===== src/rtl/xbm_pkg.sv =====
// Package for the XBM bitmap body decoder: payload, command and configuration
// types, character codes and register indexes. No dependencies.
package xbm_pkg;

    localparam int CFG_DATA_W  = 13;
    localparam int CFG_IDX_W   = 2;
    localparam int TOKEN_W     = 16;
    localparam int QUEUE_DEPTH = 4;
    localparam int QUEUE_PTR_W = 2;
    localparam int QUEUE_CNT_W = 3;

    typedef enum logic [CFG_IDX_W-1:0] {
        CFG_IMAGE_WIDTH  = 2'd0,
        CFG_IMAGE_HEIGHT = 2'd1,
        CFG_WORD_FORMAT  = 2'd2,
        CFG_CONVERT      = 2'd3
    } t_cfg_idx;

    localparam logic [7:0] CH_0      = 8'h30;
    localparam logic [7:0] CH_9      = 8'h39;
    localparam logic [7:0] CH_UA     = 8'h41;
    localparam logic [7:0] CH_UF     = 8'h46;
    localparam logic [7:0] CH_LA     = 8'h61;
    localparam logic [7:0] CH_LF     = 8'h66;
    localparam logic [7:0] CH_SPACE  = 8'h20;
    localparam logic [7:0] CH_COMMA  = 8'h2c;
    localparam logic [7:0] CH_RBRACE = 8'h7d;
    localparam logic [7:0] CH_NL     = 8'h0a;
    localparam logic [7:0] CH_TAB    = 8'h09;

    typedef struct packed {
        logic [7:0] char_code;
        logic       end_of_input;
    } t_in_item;

    typedef struct packed {
        logic [7:0] data_byte;
        logic       last_byte;
        logic       error_flag;
        logic       end_of_group;
    } t_out_item;

    typedef struct packed {
        logic [CFG_DATA_W-1:0] image_width;
        logic [CFG_DATA_W-1:0] image_height;
        logic                  word_format;
        logic                  convert_for_load;
    } t_cfg;

    // Work handed from the front to the back: a closed token or end of input.
    typedef struct packed {
        logic               eoi;
        logic [TOKEN_W-1:0] value;
    } t_cmd;

    typedef struct packed {
        logic full;
        logic empty;
    } t_queue_status;

endpackage


===== src/rtl/xbm_front.sv =====
// Front of the XBM decoder: classifies characters and gathers hex tokens.
// Depends on xbm_pkg; pushes closed tokens and end of input into the queue.
module xbm_front import xbm_pkg::*; (
    input  logic     i_clk,
    input  logic     i_rst_n,
    input  logic     i_accept,
    input  t_in_item i_item,
    output logic     o_push,
    output t_cmd     o_cmd
);

    logic [TOKEN_W-1:0] r_token;
    logic [TOKEN_W-1:0] n_token;
    logic               r_open;
    logic               n_open;
    logic               is_digit;
    logic               is_delim;
    logic [3:0]         digit;
    logic [7:0]         c;

    assign c = i_item.char_code;

    always_comb begin
        is_digit = 1'b1;
        digit    = c[3:0];
        if (c inside {[CH_0:CH_9]}) begin
            digit = c[3:0];
        end else if (c inside {[CH_UA:CH_UF], [CH_LA:CH_LF]}) begin
            digit = c[3:0] + 4'd9;
        end else begin
            is_digit = 1'b0;
        end
        is_delim = c inside {CH_SPACE, CH_COMMA, CH_RBRACE, CH_NL, CH_TAB};
    end

    always_comb begin
        n_token     = r_token;
        n_open      = r_open;
        o_push      = 1'b0;
        o_cmd.eoi   = i_item.end_of_input;
        o_cmd.value = r_token;
        if (i_accept) begin
            if (i_item.end_of_input) begin
                o_push  = 1'b1;
                n_token = '0;
                n_open  = 1'b0;
            end else if (is_digit) begin
                n_token = {r_token[TOKEN_W-5:0], digit};
                n_open  = 1'b1;
            end else if (is_delim && r_open) begin
                o_push  = 1'b1;
                n_token = '0;
                n_open  = 1'b0;
            end
        end
    end

    always_ff @(posedge i_clk) begin
        if (!i_rst_n) begin
            r_token <= '0;
            r_open  <= 1'b0;
        end else begin
            r_token <= n_token;
            r_open  <= n_open;
        end
    end

endmodule


===== src/rtl/xbm_queue.sv =====
// Short command queue between the front and the back of the XBM decoder.
// Depends on xbm_pkg for the command type and the depth constants.
module xbm_queue import xbm_pkg::*; (
    input  logic          i_clk,
    input  logic          i_rst_n,
    input  logic          i_push,
    input  t_cmd          i_cmd,
    input  logic          i_pop,
    output t_cmd          o_cmd,
    output t_queue_status o_status
);

    t_cmd                   r_mem [QUEUE_DEPTH];
    logic [QUEUE_PTR_W-1:0] r_wr_ptr;
    logic [QUEUE_PTR_W-1:0] r_rd_ptr;
    logic [QUEUE_CNT_W-1:0] r_count;
    logic [QUEUE_PTR_W-1:0] n_wr_ptr;
    logic [QUEUE_PTR_W-1:0] n_rd_ptr;
    logic [QUEUE_CNT_W-1:0] n_count;

    assign o_cmd          = r_mem[r_rd_ptr];
    assign o_status.full  = (r_count == QUEUE_CNT_W'(QUEUE_DEPTH));
    assign o_status.empty = (r_count == '0);

    always_comb begin
        n_wr_ptr = r_wr_ptr;
        n_rd_ptr = r_rd_ptr;
        n_count  = r_count;
        if (i_push) begin
            n_wr_ptr = r_wr_ptr + 1'b1;
        end
        if (i_pop) begin
            n_rd_ptr = r_rd_ptr + 1'b1;
        end
        if (i_push && !i_pop) begin
            n_count = r_count + 1'b1;
        end else if (!i_push && i_pop) begin
            n_count = r_count - 1'b1;
        end
    end

    always_ff @(posedge i_clk) begin
        if (i_push) begin
            r_mem[r_wr_ptr] <= i_cmd;
        end
    end

    always_ff @(posedge i_clk) begin
        if (!i_rst_n) begin
            r_wr_ptr <= '0;
            r_rd_ptr <= '0;
            r_count  <= '0;
        end else begin
            r_wr_ptr <= n_wr_ptr;
            r_rd_ptr <= n_rd_ptr;
            r_count  <= n_count;
        end
    end

endmodule


===== src/rtl/xbm_back.sv =====
// Back of the XBM decoder: turns queued commands into bytes, keeps the row
// and image counters and drives the output register. Depends on xbm_pkg.
module xbm_back import xbm_pkg::*; #(
    parameter int MAX_DIMENSION = 4096
) (
    input  logic          i_clk,
    input  logic          i_rst_n,
    input  t_cfg          i_cfg,
    input  t_cmd          i_cmd,
    input  t_queue_status i_status,
    output logic          o_pop,
    output logic          o_valid,
    output t_out_item     o_item,
    input  logic          i_stall
);

    // The register fields hold at most 8191, so that bounds the clamp too.
    localparam int DIM_MAX = (MAX_DIMENSION < 8191) ? MAX_DIMENSION : 8191;
    localparam int DW      = $clog2(DIM_MAX + 1) + 1;
    localparam int ROW_MAX = (DIM_MAX + 7) / 8;
    localparam int PW      = $clog2(ROW_MAX);
    localparam int RW      = $clog2(DIM_MAX);

    logic [PW-1:0] r_pos;
    logic [PW-1:0] n_pos;
    logic [RW-1:0] r_row;
    logic [RW-1:0] n_row;
    logic          r_done;
    logic          n_done;
    logic          r_hi_pend;
    logic          n_hi_pend;
    logic [7:0]    r_hi;
    logic [7:0]    n_hi;
    logic          r_out_valid;
    logic          n_out_valid;
    t_out_item     r_out;
    t_out_item     n_out;

    logic [DW-1:0] width_c;
    logic [DW-1:0] height_c;
    logic [DW-1:0] row_len;
    logic          row_end;
    logic          last;
    logic          out_free;
    logic          emit;
    logic [7:0]    emit_byte;
    logic [7:0]    inv;
    logic [7:0]    conv;

    // The compare runs at the full register width so no high bits are lost.
    function automatic logic [DW-1:0] clamp_dim(input logic [CFG_DATA_W-1:0] v);
        if (v == '0) begin
            return DW'(1);
        end else if (v > CFG_DATA_W'(DIM_MAX)) begin
            return DW'(DIM_MAX);
        end
        return DW'(v);
    endfunction

    assign width_c  = clamp_dim(i_cfg.image_width);
    assign height_c = clamp_dim(i_cfg.image_height);
    assign row_len  = (width_c + DW'(7)) >> 3;
    assign row_end  = (DW'(r_pos) + DW'(1)) >= row_len;
    assign last     = row_end && ((DW'(r_row) + DW'(1)) >= height_c);
    assign out_free = !r_out_valid || !i_stall;

    always_comb begin
        inv = ~emit_byte;
        for (int k = 0; k < 8; k++) begin
            conv[k] = inv[7-k];
        end
    end

    always_comb begin
        n_pos       = r_pos;
        n_row       = r_row;
        n_done      = r_done;
        n_hi_pend   = r_hi_pend;
        n_hi        = r_hi;
        n_out_valid = r_out_valid;
        n_out       = r_out;
        o_pop       = 1'b0;
        emit        = 1'b0;
        emit_byte   = i_cmd.value[7:0];

        if (out_free) begin
            n_out_valid = 1'b0;
            if (r_hi_pend) begin
                // High byte of a word token; the low byte did not end the row.
                emit               = 1'b1;
                emit_byte          = r_hi;
                n_hi_pend          = 1'b0;
                n_out.end_of_group = 1'b1;
            end else if (!i_status.empty) begin
                o_pop = 1'b1;
                if (!r_done) begin
                    if (i_cmd.eoi) begin
                        n_done      = 1'b1;
                        n_out_valid = 1'b1;
                        n_out       = '{data_byte: 8'h00, last_byte: 1'b0,
                                        error_flag: 1'b1, end_of_group: 1'b1};
                    end else begin
                        emit               = 1'b1;
                        n_hi               = i_cmd.value[15:8];
                        n_hi_pend          = i_cfg.word_format && !row_end;
                        n_out.end_of_group = !(i_cfg.word_format && !row_end);
                    end
                end
            end
        end

        if (emit) begin
            n_out_valid      = 1'b1;
            n_out.data_byte  = i_cfg.convert_for_load ? conv : emit_byte;
            n_out.last_byte  = last;
            n_out.error_flag = 1'b0;
            if (row_end) begin
                n_pos = '0;
                if (last) begin
                    n_done = 1'b1;
                end else begin
                    n_row = r_row + 1'b1;
                end
            end else begin
                n_pos = r_pos + 1'b1;
            end
        end
    end

    always_ff @(posedge i_clk) begin
        if (!i_rst_n) begin
            r_pos       <= '0;
            r_row       <= '0;
            r_done      <= 1'b0;
            r_hi_pend   <= 1'b0;
            r_out_valid <= 1'b0;
        end else begin
            r_pos       <= n_pos;
            r_row       <= n_row;
            r_done      <= n_done;
            r_hi_pend   <= n_hi_pend;
            r_out_valid <= n_out_valid;
        end
    end

    always_ff @(posedge i_clk) begin
        r_hi  <= n_hi;
        r_out <= n_out;
    end

    assign o_valid = r_out_valid;
    assign o_item  = r_out;

endmodule


===== src/rtl/xbm_hex_data_decoder_top.sv =====
// Top level of the XBM bitmap body decoder: configuration registers, front,
// command queue and back. Depends on xbm_pkg, xbm_front, xbm_queue, xbm_back.
//
// Usage: body characters, starting just after the opening brace, enter on the
// input channel (i_valid, i_in, o_stall); an item is taken at a clock edge with
// i_valid high and o_stall low. Decoded bytes leave on the output channel
// (o_valid, o_out, i_stall). Hex digits build a token; a space, comma, close
// brace, newline or tab ends an open token, which yields one byte, or two in
// the old 16-bit word format (the high byte is dropped when the low byte ends
// a row). End of input before the last byte yields one error item. After the
// image is done every input is taken and ignored until reset.
// Throughput: one character per cycle unless the queue is full; each byte goes
// through the output register; the four-entry command queue absorbs two-byte
// word tokens. A taken closing delimiter enters the queue, and its first byte
// then the output register, when nothing waits ahead. When the receiver stalls,
// the output item holds, the queue fills, and o_stall rises once it is full.
// Reset (i_rst_n low at a clock edge) clears token, counters, queue and output
// valid, and loads width 8, height 8, byte format and no conversion.
// Configuration writes are taken at any edge and belong to idle periods.
module xbm_hex_data_decoder_top import xbm_pkg::*; #(
    parameter int MAX_DIMENSION = 4096
) (
    input  logic                  i_clk,
    input  logic                  i_rst_n,
    input  logic                  i_valid,
    input  t_in_item              i_in,
    output logic                  o_stall,
    output logic                  o_valid,
    output t_out_item             o_out,
    input  logic                  i_stall,
    input  logic                  i_cfg_we,
    input  logic [CFG_IDX_W-1:0]  i_cfg_idx,
    input  logic [CFG_DATA_W-1:0] i_cfg_data
);

    t_cfg          r_cfg;
    t_cfg          n_cfg;
    t_cmd          push_cmd;
    t_cmd          head_cmd;
    t_queue_status q_status;
    logic          push;
    logic          pop;
    logic          in_accept;

    // The front pushes at most one command per item, so a full queue is the
    // only reason to hold off the sender.
    assign o_stall   = q_status.full;
    assign in_accept = i_valid && !q_status.full;

    always_comb begin
        n_cfg = r_cfg;
        if (i_cfg_we) begin
            case (t_cfg_idx'(i_cfg_idx))
                CFG_IMAGE_WIDTH:  n_cfg.image_width      = i_cfg_data;
                CFG_IMAGE_HEIGHT: n_cfg.image_height     = i_cfg_data;
                CFG_WORD_FORMAT:  n_cfg.word_format      = i_cfg_data[0];
                CFG_CONVERT:      n_cfg.convert_for_load = i_cfg_data[0];
                default:          n_cfg = r_cfg;
            endcase
        end
    end

    always_ff @(posedge i_clk) begin
        if (!i_rst_n) begin
            r_cfg <= '{image_width: CFG_DATA_W'(8), image_height: CFG_DATA_W'(8),
                       word_format: 1'b0, convert_for_load: 1'b0};
        end else begin
            r_cfg <= n_cfg;
        end
    end

    xbm_front u_front (
        .i_clk    (i_clk),
        .i_rst_n  (i_rst_n),
        .i_accept (in_accept),
        .i_item   (i_in),
        .o_push   (push),
        .o_cmd    (push_cmd)
    );

    xbm_queue u_queue (
        .i_clk    (i_clk),
        .i_rst_n  (i_rst_n),
        .i_push   (push),
        .i_cmd    (push_cmd),
        .i_pop    (pop),
        .o_cmd    (head_cmd),
        .o_status (q_status)
    );

    xbm_back #(
        .MAX_DIMENSION (MAX_DIMENSION)
    ) u_back (
        .i_clk    (i_clk),
        .i_rst_n  (i_rst_n),
        .i_cfg    (r_cfg),
        .i_cmd    (head_cmd),
        .i_status (q_status),
        .o_pop    (pop),
        .o_valid  (o_valid),
        .o_item   (o_out),
        .i_stall  (i_stall)
    );

endmodule


===== config.mk =====
export PLATFORM = sky130hd
export DESIGN_NAME = xbm_hex_data_decoder_top
export DESIGN_NICKNAME = d
export VERILOG_FILES = /design/src/rtl/xbm_pkg.sv /design/src/rtl/xbm_front.sv /design/src/rtl/xbm_queue.sv /design/src/rtl/xbm_back.sv /design/src/rtl/xbm_hex_data_decoder_top.sv
export SDC_FILE = /design/constraint.sdc
export NUM_CORES = 1
export LEC_CHECK = 0
export BUFFER_PORTS_ARGS = -buffer_cell sky130_fd_sc_hd__buf_4
export CORE_MARGIN = 5
export CORE_UTILIZATION = 55
export CTS_CLUSTER_SIZE = 28
export DETAILED_ROUTE_END_ITERATION = 16
export PLACE_DENSITY = 0.71
export SETUP_SLACK_MARGIN = 0.4
export SYNTH_ARGS = -nofsm -noshare
export SYNTH_HDL_FRONTEND = slang
export SYNTH_SLANG_ARGS = --single-unit
export TNS_END_PERCENT = 20

===== constraint.sdc =====
create_clock -name i_clk -period 4.1 [get_ports i_clk]
set_input_delay 0.82 -clock i_clk [delete_from_list [all_inputs] [get_ports i_clk]]
set_output_delay 0.82 -clock i_clk [all_outputs]
set_load 0.1 [all_outputs]

======== Yosys cells after proc, flatten, opt, wreduce, memory -nomap -nowiden ========
Memories as Yosys holds them, arrays and structs flattened. A register that Yosys moved wholly into a read port is not among the register bits.
Cells that the tools add are included.
operators by class
  magnitude comparators ................... 10
  bitwise logic cells ..................... 6
  reduce and logical (&&, ||, !) cells .... 37
  mux-type cells .......................... 67
  eq/ne operators ......................... 14
  add/subtract/negate cells ............... 10
operators with widths
  kind                   number
  $mux 14                6
  $mux 16                3
  $mux 1                 42
  $mux 11                3
  $mux 10                3
  $gt 13x13->1 const B   2
  $logic_not 13->1       2
  $mux 8                 3
  $eq 8x4->1 const B     2
  $eq 8x6->1 const B     2
  $ge 8x7->1 const B     2
  $le 8x7->1 const B     2
  $reduce_and 5->1       3
  $add 14x3->14 const B  1
  $ge 14x11->1           1
  $ge 14x14->1           1
  $add 12x1->13 const B  1
  $add 12x1->12 const B  1
  $add 9x1->10 const B   1
  $ne 2x2->1 const B     5
  $reduce_and 2->1       5
  $add 9x1->9 const B    1
  $logic_and 1x1->1      9
  $mux 9                 1
  23 further kinds       42
word-level totals
  memories kept ........................... 1
  word-level logic and storage cells ...... 164
  register bits ........................... 95
  input bits .............................. 29
  memory bits (writable) .................. 68
  output and inout port bits .............. 13
memory list
  memory         depth  width  rd ports  clocked after Yosys merged registers in  write ports  line             text
  u_queue.r_mem  4      17     1         1                                        1            xbm_queue.sv:13  t_cmd r_mem [QUEUE_DEPTH];

======== Longest topological paths before layout ========
  depth after elaboration ................. 15
  depth in mapped cells ................... 15

======== By module ========
From an unflattened synthesis, not the netlist that was laid out.
second synthesis, totals
  cells, all modules ...................... 688
  area total of the unflattened synthesis .. 8056.5 um^2
by module, submodules not included
  module                    times used  cells each  seq. area each (um^2)  area each (um^2)
  xbm_back                  1           332         1041.0                 2970.3
  xbm_queue                 1           132         2222.1                 2937.8
  xbm_hex_data_decoder_top  1           110         560.5                  1098.6
  xbm_front                 1           114         340.3                  1049.8

======== Worst setup path after synthesis ========
Ideal clock, no wire load.
  path type ............................... reg-to-reg
  start point ............................. reg u_queue.r_count[0]
  end point ............................... reg u_queue.r_count[2]
  arrival time ............................ 4.855 ns
  cell stages (with the launch flop) ...... 12
  path slack .............................. -0.826 ns
  clock period less this slack ............ 4.926 ns
  buffers on the path ..................... 1
  cell sequence ........................... dfxtp_1 -> nor3b_1 -> nand2b_1 -> clkbuf_1 -> nor3b_2 -> nor3_2 -> ha_1 -> inv_1 -> fa_1 -> xor2_1 -> or3_1 -> a21oi_1
between the ends
  word-level cells in the longest chain between the ends .. 7
ends and longest elaborated chain
  item                                line                            text
  from (decl)                         xbm_queue.sv:16                 logic [QUEUE_CNT_W-1:0] r_count;
  from (signal assigned)              xbm_queue.sv:56                 r_count <= n_count;
  $eq 3x3->1 (*)                      xbm_queue.sv:22                 assign o_status.full = (r_count == QUEUE_CNT_W'(QUEUE_DEPTH));
  named net o_stall                   xbm_hex_data_decoder_top.sv:27  output logic o_stall,
  $logic_not 1->1 (*)                 xbm_hex_data_decoder_top.sv:48  assign in_accept = i_valid && !q_status.full;
  $logic_and 1x1->1 (*)               xbm_hex_data_decoder_top.sv:48
  $mux 1 (*)                          xbm_front.sv:42                 if (i_accept) begin
  named net push                      xbm_hex_data_decoder_top.sv:41  logic push;
  $logic_not 1->1                     xbm_queue.sv:37                 end else if (!i_push && i_pop) begin
  $logic_and 1x1->1                   xbm_queue.sv:37
  $reduce_bool 2->1 (no source line)  -
The timed path passes the listed nets; every way through them passes the cells marked *. The select of a mux whose other input is x is not followed.
A chain may end at the register's enable or synchronous reset.

======== Worst setup path in the final report ========
  start point ............................. reg u_back.r_row[4]
  end point ............................... reg u_back.r_row[9]
between the ends
  word-level cells in the longest chain between the ends .. 5
ends and longest elaborated chain
  item                               line             text
  from (decl)                        xbm_back.sv:26   logic [RW-1:0] r_row;
  from (signal assigned)             xbm_back.sv:139  r_row <= n_row;
  $add 12x1->13                      xbm_back.sv:64   assign last = row_end && ((DW'(r_row) + DW'(1)) >= height_c);
  $ge 14x14->1                       xbm_back.sv:64
  $logic_and 1x1->1                  xbm_back.sv:64
  $not 1->1 (no source line)         -
  $reduce_and 3->1 (no source line)  -
Parallel ways exist; a longest one is shown, timed or not.

==> impl_results.md <==
- Status: finished clean
- Pre-antenna DRT Iters: 4
- Worst hold endpoint: u_back.r_pos[1]
- Clock Tree Root: clkbuf_16
- Post-DP HPWL: 10,100 microns
- Fin Clk Skew: 0.00717 ns
- Htree depth: 4
- Worst setup SP type: flop
- Total negative slack: 0 ns
- Hold Startpoint: u_back.r_pos[1]
- Leakage Power: 0.00314 uW
- Worst-path clk slew: 0.06 ns
- Synth cell types: 56
- Worst IR Drop VDD: 393 uV
- Post-Synth XOR/XNOR Area: 4.58%
- GRT Total Usage: 18.5%
- Ports: 42
- Synthesized cell area: 0.00766 sq mm
- Hold depth: 2
- Max incr delay on CP: 0.56 ns
- Largest net degree at the start of global routing: 57
- Reg2reg end: u_back.r_row[9]
- Initial antenna violation count: 0
- Critical R2R Launch: u_back.r_row[4]
- Nets: 789
- DRC viols: 0
- Most frequent cells in the layout: nand2_1 (112), edfxtp_1 (86), dfxtp_1 (79)
- Diode count: 0
- Post-CTS Setup Bufs: 0
- Reg2Reg Depth: 12
- Slew Limit Fails: 0
- Clk buf depth: 2
- Area fraction of the dominant cell type after synthesis: 33.7%
- Core Area: 0.0138 sq mm
- First-pass GRT wire length: 24,100 microns
- Class of the worst hold path: flop to flop
- Area post-placement: 0.00811 sq mm
- Fmax: 0.289 GHz
- Setup violators final: 0
- Register Area: 0.00416 sq mm
- Final wirelength: 14,300 microns
- Critical-path top delay cell: or4_1
- Multi-input logic area: 0.00333 sq mm
- Via density: 5.61
- Mapped Avg Cell Area: 11.1 sq um
- CTS tree: built
- Num CTS Buffers: 17
- Post-synth EDFFs: 86
- PortBufs: 41
- Clock latency on the worst-skew pair: 0.42 ns
- Critical path class: flop to flop
- Yosys Warn Count: 0
- RSZ-0062 raised after global routing: false
- Compound-Gate Fraction of Synth Area: 10.1%
- Effective utilization at floorplan: 55.6%
- Worst Hold Slack: 0.476 ns
- Final instance area: 0.00868 sq mm
- Most common cell after layout, fill and taps aside: nand2_1
- Synth async-reset ratio: 0%
- Grt total ovfl: 0
- Post-synthesis simple-gate area fraction: 15.2%
- Worst Path Required: 4.45 ns
- Post-Synth Adder-Cell Area: 5.98%
- Mux cell area share after synthesis: 7.50%
- Final period util: 84.3%
- Cell Chain, Critical Path: and3_1, and3_1, nand4_1, or2_2, xnor2_1, ha_1, a21o_1, a21oi_1, o21ai_0, a21o_1, or4_1, a21oi_1
- Worst R2R Setup Slack: 0.65 ns
- Syn nets: 753
- Vias in the first global route: 5,053
- Crit path DAT: 3.80 ns
- Register bit total from synthesis: 165
- PwrDens: 573 mW/mm^2
- Synth area leaders: edfxtp_1 (34%), dfxtp_1 (21%), ha_1 (5.7%)
- Max-Cap Viols: 0
- Synth area leader: edfxtp_1
- Mapped Cells: 688
- Final Critical Period: 3.45 ns
- Iter 0 DRT Violations: 303
- Post-CTS Hold Fix Bufs: 0
- FILL cells: 1,114
- DIE WIDTH: 128 microns
- Die area: 0.0164 sq mm
- Routed Antenna Nets: 0
- Slew @ Worst Pin: 1.31 ns
- Top_reg_cell synth: edfxtp_1
- Share of cells above drive strength 1: 15.7%
- Largest family of logic cells by synthesized area: simple AND/OR/NAND/NOR gates
- FP Rows: 43
- Slew headroom: 12.6%
- Synthesis-to-finish area growth: 13.4%
- Sequential area share after synthesis: 54.4%
- Post-Layout Cell Count: 917
- Final Core Density: 63.1%
- Top delay family on crit path: simple AND/OR/NAND/NOR gates
- Buf+Inv Stages, Crit Path: 0
- CTS sink count: 165
- GPL Wtd Cong: 0.859
- Crit Path Max Fanout: 20
- Die Span Y: 128 microns
- Drt wl/cell: 15.6 microns
- CP Capture Type: flop
- Via count: 5,146
- Final Hold Fails: 0
- Placed insts: 885
registers in the layout (all words and copies together), names as in the netlist, named ones only:
register and count:
u_back.r_hi_pend 1, u_back.o_valid 1, u_queue.r_count 3, u_front.r_token 16
u_back.o_item 11, u_front.r_open 1, u_back.r_done 1, u_back.r_hi 8
u_queue.r_mem 68, u_queue.r_rd_ptr 2, u_back.r_pos 9, r_cfg 28
u_back.r_row 12, u_queue.r_wr_ptr 2
final cells by class:
| type | count | share of cell area, % |
|---|---|---|
| Clock buffer | 17 | 4.90 |
| Clock inverter | 15 | 1.66 |
| Inverter | 11 | 0.475 |
| Multi-Input combinational cell | 482 | 38.4 |
| Sequential cell | 165 | 47.9 |
| Tap cell | 180 | 2.59 |
| Timing Repair Buffer | 47 | 4.06 |
power by group:
| part | internal [uW] | total [uW] | switching, uW |
|---|---|---|---|
| combinational | 436 | 1420 | 983 |
| sequential | 1950 | 2040 | 86.3 |
| clock | 851 | 1520 | 666 |
cells in the mapped netlist (all sizes together) (2+ instances only):
cell	count
a211o	2
a211oi	8
a21o	3
a21oi	62
a31oi	4
and2	7
and3	3
and4	2
buf	7
clkbuf	23
dfxtp	79
edfxtp	86
ha	35
inv	11
mux2	9
mux2i	9
mux4	17
nand2	112
nand2b	19
nand3	17
nand4	5
nor2	42
nor2b	4
nor3	7
nor3b	4
nor4	6
o21a	6
o21ai	23
o31a	2
o31ai	8
or2	2
or3b	2
or4	9
xnor2	24
xor2	16
through the flow:
stage          total power (uW)  worst slack, ns
5_1_grt                    5210            0.430
4_1_cts                    5020            0.539
3_5_place_dp               3500            0.320
2_1_floorplan              3200            0.485
3_3_place_gp               3470            0.483
6_report                   4980            0.646
per-layer routing:
metal  vias up  global-route usage, %  wire [microns]
met2        97                   30.0            6780
met4         0                   6.62             267
met5         -                      0               0
met3        21                   3.83             577
li1       2568                      -               -
met1      2460                   24.9            6670
repair_timing:
item / 4_1_cts / 5_1_grt
resized for setup: 0 / 1
endpoints found under the setup margin: 0 / 20
hold endpoints to repair: 0 / 0
kinds of logic after synthesis:
| group | after synthesis |
|---|---|
| simple gates | 245 |
| flops | 165 |
| compound gates | 126 |
| buf+inv | 41 |
| xor+xnor | 40 |
| fa+ha+maj | 36 |
| mux | 35 |
worst min-delay path: stages, from the launching register on:
cell     delay (ns)
dfxtp_1        0.32
nand2_1        0.06
a21oi_1        0.05
worst max-delay path by stage:
stage	startpoint	depth (start not counted)	slack, ns	end
3_3_place_gp	i_in[2]	14	0.48	u_queue.r_count[2]
5_1_grt	u_back.r_row[2]	12	0.43	u_back.r_row[7]
4_1_cts	r_cfg[15]	12	0.54	u_back.r_pos[1]
6_report	u_back.r_row[4]	12	0.65	u_back.r_row[9]
3_5_place_dp	i_in[2]	14	0.32	u_queue.r_count[2]
2_1_floorplan	i_in[2]	13	0.48	u_queue.r_count[2]
(Power assumes the default switching activity.)
